`config.mk`:
```
export PLATFORM = sky130hd
export DESIGN_NAME = jtag_tap_scan_master_unit
export DESIGN_NICKNAME = d
export VERILOG_FILES = /design/src/design/jtsm_pkg.sv /design/src/design/jtsm_dpath.sv /design/src/design/jtsm_ctrl.sv /design/src/design/jtag_tap_scan_master_unit.sv
export SDC_FILE = /design/constraint.sdc
export NUM_CORES = 1
export LEC_CHECK = 0
export ABC_AREA = 1
export BUFFER_PORTS_ARGS = -buffer_cell sky130_fd_sc_hd__buf_2
export CAP_MARGIN = 20
export CORE_MARGIN = 2
export CORE_UTILIZATION = 40
export CTS_CLUSTER_DIAMETER = 200
export DETAILED_ROUTE_END_ITERATION = 8
export PLACE_DENSITY = 0.61
export SETUP_SLACK_MARGIN = 0.05
export SYNTH_ARGS = -nofsm -noshare
export SYNTH_HDL_FRONTEND = slang
export SYNTH_HIERARCHICAL = 1
export SYNTH_SLANG_ARGS = --single-unit
export TNS_END_PERCENT = 20
```
`constraint.sdc`:
```
create_clock -name clock -period 4.3 [get_ports clock]
set_clock_uncertainty 0.2 [all_clocks]
set_input_delay 0.43 -clock clock [delete_from_list [all_inputs] [get_ports clock]]
set_output_delay 0.43 -clock clock [all_outputs]
set_load 0.1 [all_outputs]
```
`src/design/jtsm_pkg.sv`:
```
package jtsm_pkg;

   localparam int BYTE_BITS        = 8;
   localparam int RESET_TMS_CYCLES = 6;
   localparam int MAX_RESET_ONES   = 12;
   localparam int STEP_W           = 4;
   localparam int REQ_TDATA_W      = 32;
   localparam int RSP_TDATA_W      = 24;

   typedef logic [4:0] tap_state_type;

   localparam tap_state_type TAP_SHIFT_DR = 5'd2;
   localparam tap_state_type TAP_SHIFT_IR = 5'd10;
   localparam tap_state_type TAP_IDLE     = 5'd12;
   localparam tap_state_type TAP_TLR      = 5'd15;
   localparam tap_state_type TAP_UNDEF    = 5'd16;

   typedef enum logic [1:0] {
      ACT_RESET,
      ACT_TMS_SEQ,
      ACT_SHIFT_IR,
      ACT_SHIFT_DR
   } action_type;

   typedef enum logic [1:0] {
      STAT_OK,
      STAT_BAD_PARAM,
      STAT_BAD_STATE
   } status_type;

   typedef enum logic [2:0] {
      PK_STATUS,
      PK_RST_ONE,
      PK_TMS_ZERO,
      PK_TMS_ONE,
      PK_SEQ,
      PK_DATA
   } pulse_kind_type;

   typedef enum logic [3:0] {
      CS_IDLE,
      CS_DECODE,
      CS_RST_ONE,
      CS_RST_ZERO,
      CS_SEQ,
      CS_ENTRY,
      CS_SHIFT,
      CS_EXIT,
      CS_STATUS
   } ctrl_state_type;

   typedef struct packed {
      logic           load;
      logic           emit;
      pulse_kind_type kind;
      logic           rst_final;
      logic           run_end;
      logic [2:0]     bit_idx;
      logic           last_bit;
   } dp_cmd_type;

   typedef struct packed {
      logic       slot_free;
      action_type action;
      logic       first_byte;
      logic       last_byte;
      logic [3:0] bit_len;
      status_type err;
   } dp_stat_type;

   // one TAP transition; undefined state stays undefined
   function automatic tap_state_type tap_advance(tap_state_type s, logic tms);
      tap_state_type n;
      n = s;
      case (s)
         5'd0:    n = tms ? 5'd5  : 5'd2;
         5'd1:    n = tms ? 5'd5  : 5'd3;
         5'd2:    n = tms ? 5'd1  : 5'd2;
         5'd3:    n = tms ? 5'd0  : 5'd3;
         5'd4:    n = tms ? 5'd15 : 5'd14;
         5'd5:    n = tms ? 5'd7  : 5'd12;
         5'd6:    n = tms ? 5'd1  : 5'd2;
         5'd7:    n = tms ? 5'd4  : 5'd6;
         5'd8:    n = tms ? 5'd13 : 5'd10;
         5'd9:    n = tms ? 5'd13 : 5'd11;
         5'd10:   n = tms ? 5'd9  : 5'd10;
         5'd11:   n = tms ? 5'd8  : 5'd11;
         5'd12:   n = tms ? 5'd7  : 5'd12;
         5'd13:   n = tms ? 5'd7  : 5'd12;
         5'd14:   n = tms ? 5'd9  : 5'd10;
         5'd15:   n = tms ? 5'd15 : 5'd12;
         default: n = s;
      endcase
      return n;
   endfunction

   // captured tdo in the low bits, outgoing data above
   function automatic logic [7:0] merge_read(logic [7:0] obyte, logic [7:0] tdo,
                                             logic [3:0] bc);
      logic [8:0] ones;
      logic [7:0] mask;
      ones = (9'd1 << bc) - 9'd1;
      mask = ones[7:0];
      return (tdo & mask) | (obyte & ~mask);
   endfunction

endpackage

```
`src/design/jtsm_dpath.sv`:
```
module jtsm_dpath (
   input  logic                                   clock,
   input  logic                                   reset,
   input  logic [jtsm_pkg::REQ_TDATA_W-1:0]       req_tdata,
   input  logic [2:0]                             req_tuser,
   input  logic                                   req_tlast,
   input  jtsm_pkg::dp_cmd_type                   cmd,
   output jtsm_pkg::dp_stat_type                  stat,
   output logic                                   rsp_tvalid,
   input  logic                                   rsp_tready,
   output logic [jtsm_pkg::RSP_TDATA_W-1:0]       rsp_tdata,
   output logic                                   rsp_tuser,
   output logic                                   rsp_tlast
);

   // latched transaction
   jtsm_pkg::action_type    act_ff, act_in;
   logic [7:0]              tms_bits_ff, tms_bits_in;
   logic [3:0]              bit_len_ff, bit_len_in;
   logic [7:0]              out_byte_ff, out_byte_in;
   logic [7:0]              tdo_bits_ff, tdo_bits_in;
   logic                    first_ff, first_in;
   logic                    last_ff, last_in;

   jtsm_pkg::tap_state_type tap_ff, tap_in;

   // output register
   logic                    valid_ff, valid_in;
   logic                    o_clk_ff, o_clk_in;
   logic                    o_tms_ff, o_tms_in;
   logic                    o_tdi_ff, o_tdi_in;
   logic                    o_end_ff, o_end_in;
   jtsm_pkg::status_type    o_status_ff, o_status_in;
   logic [7:0]              o_read_ff, o_read_in;
   jtsm_pkg::tap_state_type o_state_ff, o_state_in;

   logic                    pulse_tms;
   logic                    pulse_tdi;
   logic                    pulse_clk;
   jtsm_pkg::tap_state_type pulse_state;
   jtsm_pkg::status_type    err;
   jtsm_pkg::tap_state_type need_state;
   logic                    is_shift;
   logic                    slot_free;

   assign slot_free = !valid_ff || rsp_tready;

   always_comb begin
      act_in       = act_ff;
      tms_bits_in  = tms_bits_ff;
      bit_len_in   = bit_len_ff;
      out_byte_in  = out_byte_ff;
      tdo_bits_in  = tdo_bits_ff;
      first_in     = first_ff;
      last_in      = last_ff;
      if (cmd.load) begin
         act_in       = jtsm_pkg::action_type'(req_tuser[1:0]);
         tms_bits_in  = req_tdata[7:0];
         bit_len_in   = req_tdata[11:8];
         out_byte_in  = req_tdata[19:12];
         tdo_bits_in  = req_tdata[27:20];
         first_in     = req_tuser[2];
         last_in      = req_tlast;
      end
   end

   always_ff @(posedge clock) begin
      act_ff       <= act_in;
      tms_bits_ff  <= tms_bits_in;
      bit_len_ff   <= bit_len_in;
      out_byte_ff  <= out_byte_in;
      tdo_bits_ff  <= tdo_bits_in;
      first_ff     <= first_in;
      last_ff      <= last_in;
   end

   // parameter and state checks on the latched transaction
   assign is_shift = (act_ff == jtsm_pkg::ACT_SHIFT_IR) || (act_ff == jtsm_pkg::ACT_SHIFT_DR);

   always_comb begin
      err = jtsm_pkg::STAT_OK;
      if (first_ff) begin
         need_state = jtsm_pkg::TAP_IDLE;
      end else if (act_ff == jtsm_pkg::ACT_SHIFT_IR) begin
         need_state = jtsm_pkg::TAP_SHIFT_IR;
      end else begin
         need_state = jtsm_pkg::TAP_SHIFT_DR;
      end
      case (act_ff)
         jtsm_pkg::ACT_RESET: begin
            err = jtsm_pkg::STAT_OK;
         end
         jtsm_pkg::ACT_TMS_SEQ: begin
            if (bit_len_ff > 4'(jtsm_pkg::BYTE_BITS)) begin
               err = jtsm_pkg::STAT_BAD_PARAM;
            end else if (tap_ff > jtsm_pkg::TAP_TLR) begin
               err = jtsm_pkg::STAT_BAD_STATE;
            end
         end
         default: begin
            // a one-bit ir scan is too short to be legal
            if ((bit_len_ff == 4'd0) || (bit_len_ff > 4'(jtsm_pkg::BYTE_BITS)) ||
                ((act_ff == jtsm_pkg::ACT_SHIFT_IR) && first_ff && last_ff &&
                 (bit_len_ff <= 4'd1))) begin
               err = jtsm_pkg::STAT_BAD_PARAM;
            end else if (tap_ff != need_state) begin
               err = jtsm_pkg::STAT_BAD_STATE;
            end
         end
      endcase
   end

   always_comb begin
      stat.slot_free  = slot_free;
      stat.action     = act_ff;
      stat.first_byte = first_ff;
      stat.last_byte  = last_ff;
      stat.bit_len    = bit_len_ff;
      stat.err        = err;
   end

   // pin levels and next tap state for the result being issued
   always_comb begin
      pulse_clk   = 1'b1;
      pulse_tms   = 1'b0;
      pulse_tdi   = 1'b0;
      pulse_state = tap_ff;
      case (cmd.kind)
         jtsm_pkg::PK_STATUS: begin
            pulse_clk = 1'b0;
         end
         jtsm_pkg::PK_RST_ONE: begin
            pulse_tms   = 1'b1;
            pulse_state = cmd.rst_final ? jtsm_pkg::TAP_TLR : jtsm_pkg::TAP_UNDEF;
         end
         jtsm_pkg::PK_TMS_ZERO: begin
            pulse_state = jtsm_pkg::tap_advance(tap_ff, 1'b0);
         end
         jtsm_pkg::PK_TMS_ONE: begin
            pulse_tms   = 1'b1;
            pulse_state = jtsm_pkg::tap_advance(tap_ff, 1'b1);
         end
         jtsm_pkg::PK_SEQ: begin
            pulse_tms   = tms_bits_ff[cmd.bit_idx];
            pulse_state = jtsm_pkg::tap_advance(tap_ff, pulse_tms);
         end
         jtsm_pkg::PK_DATA: begin
            pulse_tms   = cmd.last_bit;
            pulse_tdi   = out_byte_ff[cmd.bit_idx];
            pulse_state = jtsm_pkg::tap_advance(tap_ff, pulse_tms);
         end
         default: begin
            pulse_clk = 1'b0;
         end
      endcase
   end

   always_comb begin
      tap_in      = tap_ff;
      valid_in    = valid_ff && !rsp_tready;
      o_clk_in    = o_clk_ff;
      o_tms_in    = o_tms_ff;
      o_tdi_in    = o_tdi_ff;
      o_end_in    = o_end_ff;
      o_status_in = o_status_ff;
      o_read_in   = o_read_ff;
      o_state_in  = o_state_ff;
      if (cmd.emit) begin
         tap_in      = pulse_state;
         valid_in    = 1'b1;
         o_clk_in    = pulse_clk;
         o_tms_in    = pulse_tms;
         o_tdi_in    = pulse_tdi;
         o_end_in    = cmd.run_end;
         o_status_in = (cmd.kind == jtsm_pkg::PK_STATUS) ? err : jtsm_pkg::STAT_OK;
         o_state_in  = pulse_state;
         if (cmd.run_end && is_shift && (cmd.kind != jtsm_pkg::PK_STATUS)) begin
            o_read_in = jtsm_pkg::merge_read(out_byte_ff, tdo_bits_ff, bit_len_ff);
         end else begin
            o_read_in = 8'd0;
         end
      end
   end

   always_ff @(posedge clock) begin
      if (reset) begin
         tap_ff   <= jtsm_pkg::TAP_UNDEF;
         valid_ff <= 1'b0;
      end else begin
         tap_ff   <= tap_in;
         valid_ff <= valid_in;
      end
   end

   always_ff @(posedge clock) begin
      o_clk_ff    <= o_clk_in;
      o_tms_ff    <= o_tms_in;
      o_tdi_ff    <= o_tdi_in;
      o_end_ff    <= o_end_in;
      o_status_ff <= o_status_in;
      o_read_ff   <= o_read_in;
      o_state_ff  <= o_state_in;
   end

   assign rsp_tvalid = valid_ff;
   assign rsp_tuser  = o_clk_ff;
   assign rsp_tlast  = o_end_ff;
   assign rsp_tdata  = {7'd0, o_state_ff, o_read_ff, o_status_ff, o_tdi_ff, o_tms_ff};

endmodule

```
`src/design/jtsm_ctrl.sv`:
```
module jtsm_ctrl #(
   parameter int RESET_TMS_CYCLES = jtsm_pkg::RESET_TMS_CYCLES
) (
   input  logic                  clock,
   input  logic                  reset,
   input  logic                  req_tvalid,
   output logic                  req_tready,
   input  jtsm_pkg::dp_stat_type stat,
   output jtsm_pkg::dp_cmd_type  cmd
);

   localparam int RstOnesHi = (RESET_TMS_CYCLES > jtsm_pkg::MAX_RESET_ONES) ?
                              jtsm_pkg::MAX_RESET_ONES : RESET_TMS_CYCLES;
   localparam int RstOnes   = (RstOnesHi < 1) ? 1 : RstOnesHi;
   localparam logic [jtsm_pkg::STEP_W-1:0] RstLast = jtsm_pkg::STEP_W'(RstOnes - 1);

   jtsm_pkg::ctrl_state_type     state_ff, state_in;
   logic [jtsm_pkg::STEP_W-1:0]  step_ff, step_in;

   logic                         is_ir;
   logic                         bit_end;
   logic                         entry_end;

   assign is_ir     = (stat.action == jtsm_pkg::ACT_SHIFT_IR);
   assign bit_end   = (step_ff == (stat.bit_len - 4'd1));
   // ir entry: 1,1,0,0  dr entry: 1,0,0
   assign entry_end = is_ir ? (step_ff == 4'd3) : (step_ff == 4'd2);

   always_ff @(posedge clock) begin
      if (reset) begin
         state_ff <= jtsm_pkg::CS_IDLE;
         step_ff  <= '0;
      end else begin
         state_ff <= state_in;
         step_ff  <= step_in;
      end
   end

   always_comb begin
      state_in     = state_ff;
      step_in      = step_ff;
      req_tready   = 1'b0;
      cmd          = '0;
      cmd.kind     = jtsm_pkg::PK_STATUS;
      cmd.bit_idx  = step_ff[2:0];
      case (state_ff)
         jtsm_pkg::CS_IDLE: begin
            req_tready = 1'b1;
            if (req_tvalid) begin
               cmd.load = 1'b1;
               state_in = jtsm_pkg::CS_DECODE;
            end
         end
         jtsm_pkg::CS_DECODE: begin
            step_in = '0;
            case (stat.action)
               jtsm_pkg::ACT_RESET: begin
                  state_in = jtsm_pkg::CS_RST_ONE;
               end
               jtsm_pkg::ACT_TMS_SEQ: begin
                  if ((stat.err != jtsm_pkg::STAT_OK) || (stat.bit_len == 4'd0)) begin
                     state_in = jtsm_pkg::CS_STATUS;
                  end else begin
                     state_in = jtsm_pkg::CS_SEQ;
                  end
               end
               default: begin
                  if (stat.err != jtsm_pkg::STAT_OK) begin
                     state_in = jtsm_pkg::CS_STATUS;
                  end else if (stat.first_byte) begin
                     state_in = jtsm_pkg::CS_ENTRY;
                  end else begin
                     state_in = jtsm_pkg::CS_SHIFT;
                  end
               end
            endcase
         end
         jtsm_pkg::CS_RST_ONE: begin
            cmd.kind      = jtsm_pkg::PK_RST_ONE;
            cmd.rst_final = (step_ff == RstLast);
            if (stat.slot_free) begin
               cmd.emit = 1'b1;
               if (cmd.rst_final) begin
                  step_in  = '0;
                  state_in = jtsm_pkg::CS_RST_ZERO;
               end else begin
                  step_in = step_ff + 4'd1;
               end
            end
         end
         jtsm_pkg::CS_RST_ZERO: begin
            cmd.kind    = jtsm_pkg::PK_TMS_ZERO;
            cmd.run_end = (step_ff == 4'd1);
            if (stat.slot_free) begin
               cmd.emit = 1'b1;
               step_in  = step_ff + 4'd1;
               if (cmd.run_end) begin
                  state_in = jtsm_pkg::CS_IDLE;
               end
            end
         end
         jtsm_pkg::CS_SEQ: begin
            cmd.kind    = jtsm_pkg::PK_SEQ;
            cmd.run_end = bit_end;
            if (stat.slot_free) begin
               cmd.emit = 1'b1;
               step_in  = step_ff + 4'd1;
               if (bit_end) begin
                  state_in = jtsm_pkg::CS_IDLE;
               end
            end
         end
         jtsm_pkg::CS_ENTRY: begin
            if ((step_ff == 4'd0) || (is_ir && (step_ff == 4'd1))) begin
               cmd.kind = jtsm_pkg::PK_TMS_ONE;
            end else begin
               cmd.kind = jtsm_pkg::PK_TMS_ZERO;
            end
            if (stat.slot_free) begin
               cmd.emit = 1'b1;
               if (entry_end) begin
                  step_in  = '0;
                  state_in = jtsm_pkg::CS_SHIFT;
               end else begin
                  step_in = step_ff + 4'd1;
               end
            end
         end
         jtsm_pkg::CS_SHIFT: begin
            cmd.kind     = jtsm_pkg::PK_DATA;
            cmd.last_bit = bit_end && stat.last_byte;
            cmd.run_end  = bit_end && !stat.last_byte;
            if (stat.slot_free) begin
               cmd.emit = 1'b1;
               if (bit_end) begin
                  step_in  = '0;
                  state_in = stat.last_byte ? jtsm_pkg::CS_EXIT : jtsm_pkg::CS_IDLE;
               end else begin
                  step_in = step_ff + 4'd1;
               end
            end
         end
         jtsm_pkg::CS_EXIT: begin
            // exit1 -> update -> idle
            cmd.kind    = (step_ff == 4'd0) ? jtsm_pkg::PK_TMS_ONE : jtsm_pkg::PK_TMS_ZERO;
            cmd.run_end = (step_ff == 4'd1);
            if (stat.slot_free) begin
               cmd.emit = 1'b1;
               step_in  = step_ff + 4'd1;
               if (cmd.run_end) begin
                  state_in = jtsm_pkg::CS_IDLE;
               end
            end
         end
         jtsm_pkg::CS_STATUS: begin
            cmd.kind    = jtsm_pkg::PK_STATUS;
            cmd.run_end = 1'b1;
            if (stat.slot_free) begin
               cmd.emit = 1'b1;
               state_in = jtsm_pkg::CS_IDLE;
            end
         end
         default: begin
            state_in = jtsm_pkg::CS_IDLE;
         end
      endcase
   end

endmodule

```
`src/design/jtag_tap_scan_master_unit.sv`:
```
// JTAG scan master: each request transaction is a reset, a TMS sequence or
// one byte of an IR/DR scan, and it turns into a run of response
// transactions, one per TCK pulse (or a single status-only response when
// the command is rejected or is a TMS sequence of length zero), the last one
// flagged by rsp_tlast. The block handles one request at a time: a request is
// taken, decoded in the next cycle, and then one response is issued per clock
// while the response side keeps up. Reset gives RESET_TMS_CYCLES (capped at
// 12) plus two pulses; a scan byte gives up to four entry, eight data and two
// exit pulses, fourteen at most. The TAP state starts undefined (16) until a
// reset command is run.
module jtag_tap_scan_master_unit #(
   parameter int RESET_TMS_CYCLES = jtsm_pkg::RESET_TMS_CYCLES
) (
   input  logic                             clock,
   input  logic                             reset,
   input  logic                             req_tvalid,
   output logic                             req_tready,
   // tms_bits[7:0], bit_len[11:8], out_byte[19:12], tdo_bits[27:20], zero pad
   input  logic [jtsm_pkg::REQ_TDATA_W-1:0] req_tdata,
   // action[1:0], first_byte[2]
   input  logic [2:0]                       req_tuser,
   // last_byte
   input  logic                             req_tlast,
   output logic                             rsp_tvalid,
   input  logic                             rsp_tready,
   // pin_tms[0], pin_tdi[1], status[3:2], read_byte[11:4], state_now[16:12], zero pad
   output logic [jtsm_pkg::RSP_TDATA_W-1:0] rsp_tdata,
   // drives_clock
   output logic                             rsp_tuser,
   // run_end
   output logic                             rsp_tlast
);

   jtsm_pkg::dp_cmd_type  cmd;
   jtsm_pkg::dp_stat_type stat;

   jtsm_ctrl #(
      .RESET_TMS_CYCLES(RESET_TMS_CYCLES)
   ) u_ctrl (
      .clock      (clock),
      .reset      (reset),
      .req_tvalid (req_tvalid),
      .req_tready (req_tready),
      .stat       (stat),
      .cmd        (cmd)
   );

   jtsm_dpath u_dpath (
      .clock      (clock),
      .reset      (reset),
      .req_tdata  (req_tdata),
      .req_tuser  (req_tuser),
      .req_tlast  (req_tlast),
      .cmd        (cmd),
      .stat       (stat),
      .rsp_tvalid (rsp_tvalid),
      .rsp_tready (rsp_tready),
      .rsp_tdata  (rsp_tdata),
      .rsp_tuser  (rsp_tuser),
      .rsp_tlast  (rsp_tlast)
   );

endmodule

```
# Word-level counts from Yosys, hierarchy flattened
# Index checks and enable logic that the tools add are counted.
# word_totals
reg_bits	65
input_bits	40
output_inout_bits	28
wordCells	205
# op_classes
add_sub_neg	3
order_cmp	4
n_eq_ne	50
shifts	1
muxes	81
bitwise_logic	4
reduce_logical	44
# ops
op	count
$pmux 5 s12	2
$mux 4	24
$pmux 5 s9	1
$eq 5x4->1 const B	8
$pmux 5 s7	1
$mux 2	17
$pmux 4 s8	1
$pmux 4 s7	1
$mux 3	9
$pmux 5 s5	1
$ne 2x1->1 const B	12
$eq 4x3->1 const B	5
$eq 5x3->1 const B	4
$pmux 4 s5	1
$reduce_or 2->1	9
$and 8x8->8	2
$eq 4x2->1 const B	4
$mux 1	15
$logic_not 4->1	3
$reduce_and 12->1	1
$reduce_or 3->1	4
$eq 5x2->1 const B	2
$mux 5	2
$logic_and 1x1->1	9
other kinds (37)	49

# Depth between registers and ports, before layout
# depth
depth_word	12
ltp_mapped	19

# Hierarchy
# Netlist, hierarchy kept.
# modules_own_cells
mod	instances	cells_each	area_per_inst_um2
jtsm_dpath	1	368	3135.5
jtsm_ctrl	1	165	959.7

# Worst setup path before layout
# No wires, ideal clock.
# synth_path
kind	register -> register
startpoint	reg u_ctrl.state_ff[1]
endpoint	reg u_dpath.act_ff[0], enable pin
setup_time_ns	0.461
t_arrival_ns	2.892
required_time_ns	3.639
slack_ns	0.747
path_stages_with_launch	5
n_path_buf	1
synth_period_minus_slack_ns	3.553
cell_sequence	dfxtp_1 -> buf_6 -> nor2_1 -> inv_1 -> nor3_1
# synth_lines
item	line_no	rtl
from (decl)	jtsm_ctrl.sv:17	jtsm_pkg::ctrl_state_type state_ff, state_in;
from (signal assigned)	jtsm_ctrl.sv:31	state_ff <= jtsm_pkg::CS_IDLE;
from (signal assigned)	jtsm_ctrl.sv:34	state_ff <= state_in;
to (signal assigned)	jtsm_dpath.sv:68	act_ff <= act_in;
to (decl)	jtsm_dpath.sv:17	jtsm_pkg::action_type act_ff, act_in;

==> metrics.md <==
| Metric | Value |
|---|---|
| Status | finished clean |
| Antenna Nets Post-Route | 0 |
| Worst reg2reg setup slack | 1.20 ns |
| NetSw | 1.91 mW |
| Post-Syn Area | 4100 um^2 |
| GR Util All Layers | 0.183 |
| RR Startpoint | u_ctrl/step_ff[0] |
| Unrepaired setup endpoints after global routing | no |
| Synth warn | 6 |
| Sequential share of power | 0.311 |
| # diodes | 0 |
| Vias in the first global route | 3343 |
| Multi-input gate area | 1820 um^2 |
| Clock power share | 0.147 |
| Placed standard-cell area | 4430 um^2 |
| Crit path required time | 4.39 ns |
| Sw Share | 0.540 |
| CTS H-tree lvls | 3 |
| Cts hold-fix bufs | 0 |
| Synth area leaders | edfxtp_1 (37%), nand2_1 (11%), inv_1 (7.1%) |
| DIE AREA | 11100 um^2 |
| # nets final | 633 |
| # setup viols final | 0 |
| Setup bufs post-CTS | 0 |
| Root buffer cell | clkbuf_8 |
| Max-cap viol count | 0 |
| Via-per-instance ratio | 4.93 |
| Placed wire-length estimate | 7.32 mm |
| Hold WC Path Type | in2reg |
| LEAKAGE | 2.14 nW |
| # rows | 36 |
| Power share of the combinational group | 0.542 |
| Post-synth top area cell | edfxtp_1 |
| Cts repair resizes | 0 |
| Drt first-iter violations | 182 |
| Critical Path Source | u_ctrl/step_ff[0] |
| First-pass GRT wire length | 16.2 mm |
| Worst hold start | req_tlast |
| Final design utilization | 0.469 |
| Worst path bufs/invs | 5 |
| Die height | 105 um |
| Synth top area share | 0.374 |
| Drt total wl | 9.73 mm |
| Crit-path cells | ha_1 > nand3_1 > nor2_1 > nand2_1 > o311ai_0 > buf_4 > inv_2 > nor3_1 > inv_1 > o22ai_1 > inv_1 > o21ai_1 > nand2_1 > nand3_1 > nand2_1 > inv_1 |
| Number of I/O port buffers | 56 |
| Final instance area | 4630 um^2 |
| Internal power | 1.62 mW |
| Final cell count without fillers | 724 |
| Crit. End Element | register |
| CTS buffer count | 9 |
| Max-slew headroom | 0.619 |
| Worst slew pin tran | 0.571 ns |
| Via count | 3567 |
| Most frequent cells in the layout | nand2_1 (117), inv_1 (78), nor2_1 (59) |
| # IOs | 68 |
| Placed Instances | 708 |
| Worst skew pair latency | 0.34 ns |
| Starting Density | 0.415 |
| Minimum clock period | 3.10 ns |
| Share of cells above drive strength 1 | 0.186 |
| Area Growth Syn to Fin | 13.0% |
| Critical Setup Path Class | reg2reg |
| Max stage delay on crit path | 0.68 ns |
| Startpoint Class | register |
| Register bit total from synthesis | 65 |
| Worst-path clk slew | 0.08 ns |
| Wire per inst | 13.4 um |
| Fill count | 1009 |
| CTS tree | yes |
| Die W | 105 um |
| DRC violations left | 0 |
| Distinct cell type count after synthesis | 38 |
| Fmax | 0.323 GHz |
| Largest net degree at the start of global routing | 33 |
| Clock Tree Buf Depth | 2 |
| Core Area | 9860 um^2 |
| Final Hold Vio Count | 0 |
| Critical-path top delay cell | dfxtp_1 |
| Sequential fraction of the synthesis area | 0.442 |
| Pwr/cell area | 763 nW/um^2 |
| Worst vdd ir | 0.401 mV |
| Clock Sinks | 65 |
| Worst EP arrival | 3.19 ns |
| Overflow left after global routing | 0 |
| Critical path's top delay family | simple AND/OR/NAND/NOR gates |
| Commonest non-fill, non-tap cell in the layout | nand2_1 |
| Setup_tns | 0 ns |
| Crit Path Max Fanout | 13 |
| Register area | 1810 um^2 |
| Antenna violations before repair | 0 |
| Final Cycle Share | 0.721 |
| First-pass DRT Iterations | 4 |
| RD Place Congestion | 0.936 |
| Syn Area/Cell | 7.68 um^2 |
| Max Slew Vio Count | 0 |
| Cells after Synth | 533 |
[synth_stat cells]
| library cell | instances |
|---|---|
| nand2_1 | 117 |
| inv_1 | 78 |
| nor2_1 | 59 |
| edfxtp_1 | 51 |
| nand3_1 | 46 |
| a21oi_1 | 31 |
| o21ai_0 | 27 |
| buf_4 | 17 |
| dfxtp_1 | 14 |
| inv_2 | 8 |
| nand4_1 | 8 |
| ha_1 | 7 |
| nand2_2 | 7 |
| nor3_1 | 7 |
| nand3_2 | 6 |
| nor2_2 | 6 |
| o21ai_1 | 6 |
| buf_2 | 4 |
| o211ai_1 | 4 |
| a31oi_1 | 3 |
| nand3b_1 | 3 |
| xnor2_1 | 3 |
| xor2_1 | 3 |
| nand2_4 | 2 |
| o22ai_1 | 2 |
| o311ai_0 | 2 |
| a21oi_2 | 1 |
| buf_6 | 1 |
| clkbuf_1 | 1 |
| clkinv_2 | 1 |
| conb_1 | 1 |
| mux2_2 | 1 |
| mux2i_1 | 1 |
| nor3_4 | 1 |
| o2111ai_1 | 1 |
| o21ai_4 | 1 |
| o221ai_1 | 1 |
| o31ai_1 | 1 |
[flip-flops by register name, summed over array words and instances (netlist names)]
signal	count
u_ctrl/step_ff	4
u_dpath/rsp_tuser	1
u_dpath/last_ff	1
u_dpath/o_read_ff	8
u_dpath/act_ff	2
u_dpath/o_tms_ff	1
u_ctrl/state_ff	4
u_dpath/tap_ff	5
u_dpath/first_ff	1
u_dpath/o_status_ff	2
u_dpath/tdo_bits_ff	8
u_dpath/o_tdi_ff	1
u_dpath/out_byte_ff	8
u_dpath/o_state_ff	5
u_dpath/bit_len_ff	4
u_dpath/rsp_tlast	1
u_dpath/tms_bits_ff	8
u_dpath/rsp_tvalid	1
[worst paths after layout]
check	end	cells after the start
worst min register to register	u_ctrl/step_ff[3]	2
worst min-delay path	u_dpath/last_ff	1
worst max register to register	u_dpath/tap_ff[2]	16
worst max-delay path	u_dpath/tap_ff[2]	16
[power groups by stage]
| stage | clock network [mW] | logic [mW] | registers, mW |
|---|---|---|---|
| 6_report | 0.519 | 1.91 | 1.10 |
| 5_1_grt | 0.569 | 2.09 | 1.13 |
| 4_1_cts | 0.540 | 1.92 | 1.10 |
| 3_5_place_dp | 0 | 1.91 | 1.11 |
| 3_3_place_gp | 0 | 1.89 | 1.11 |
| 2_1_floorplan | 0 | 1.12 | 1.57 |
[layer usage]
| layer | vias to the layer above | share of wire | track usage |
|---|---|---|---|
| met1 | 1604 | 0.46 | 0.246 |
| met3 | 8 | 0.058 | 0.0443 |
| met5 | - | 0 | 0 |
| met4 | 0 | 0.0080 | 0.0448 |
| met2 | 119 | 0.47 | 0.295 |
| li1 | 1836 | - | - |
[area by class of cell]
type / count / share of cell area
Clock buffer: 9 / 0.0268
Sequential cell: 65 / 0.391
Tap cell: 133 / 0.0360
Timing Repair Buffer: 59 / 0.0654
Clock inverter: 7 / 0.0154
Multi-Input combinational cell: 364 / 0.394
Inverter: 87 / 0.0708
[worst reg2reg max path: stages, from the launching register on]
cell and delay (ns):
dfxtp_1 0.68, ha_1 0.27, nand3_1 0.16, nor2_1 0.13
nand2_1 0.05, o311ai_0 0.09, buf_4 0.19, inv_2 0.04
nor3_1 0.40, inv_1 0.15, o22ai_1 0.21, inv_1 0.09
o21ai_1 0.13, nand2_1 0.08, nand3_1 0.07, nand2_1 0.05
inv_1 0.05
[cells by family after synthesis]
| logic type | after synthesis | synth area share |
|---|---|---|
| mux | 2 | 0.00519 |
| compound gates | 80 | 0.110 |
| flops | 65 | 0.442 |
| xor+xnor | 6 | 0.0128 |
| buf+inv | 110 | 0.120 |
| simple gates | 262 | 0.288 |
| fa+ha+maj | 7 | 0.0214 |
| other cells | 1 | 0.000916 |
[stage by stage]
step	total power, mW	hold WS, ns	worst slack (ns)
finish	3.53	0.0582	1.20
global route	3.78	0.0307	0.928
CTS	3.55	0.0384	1.24
detailed placement	3.02	0.302	1.28
global placement	3.00	0.305	1.27
floorplan	2.68	0.274	0.747
Power figures use the tool's default switching activity.
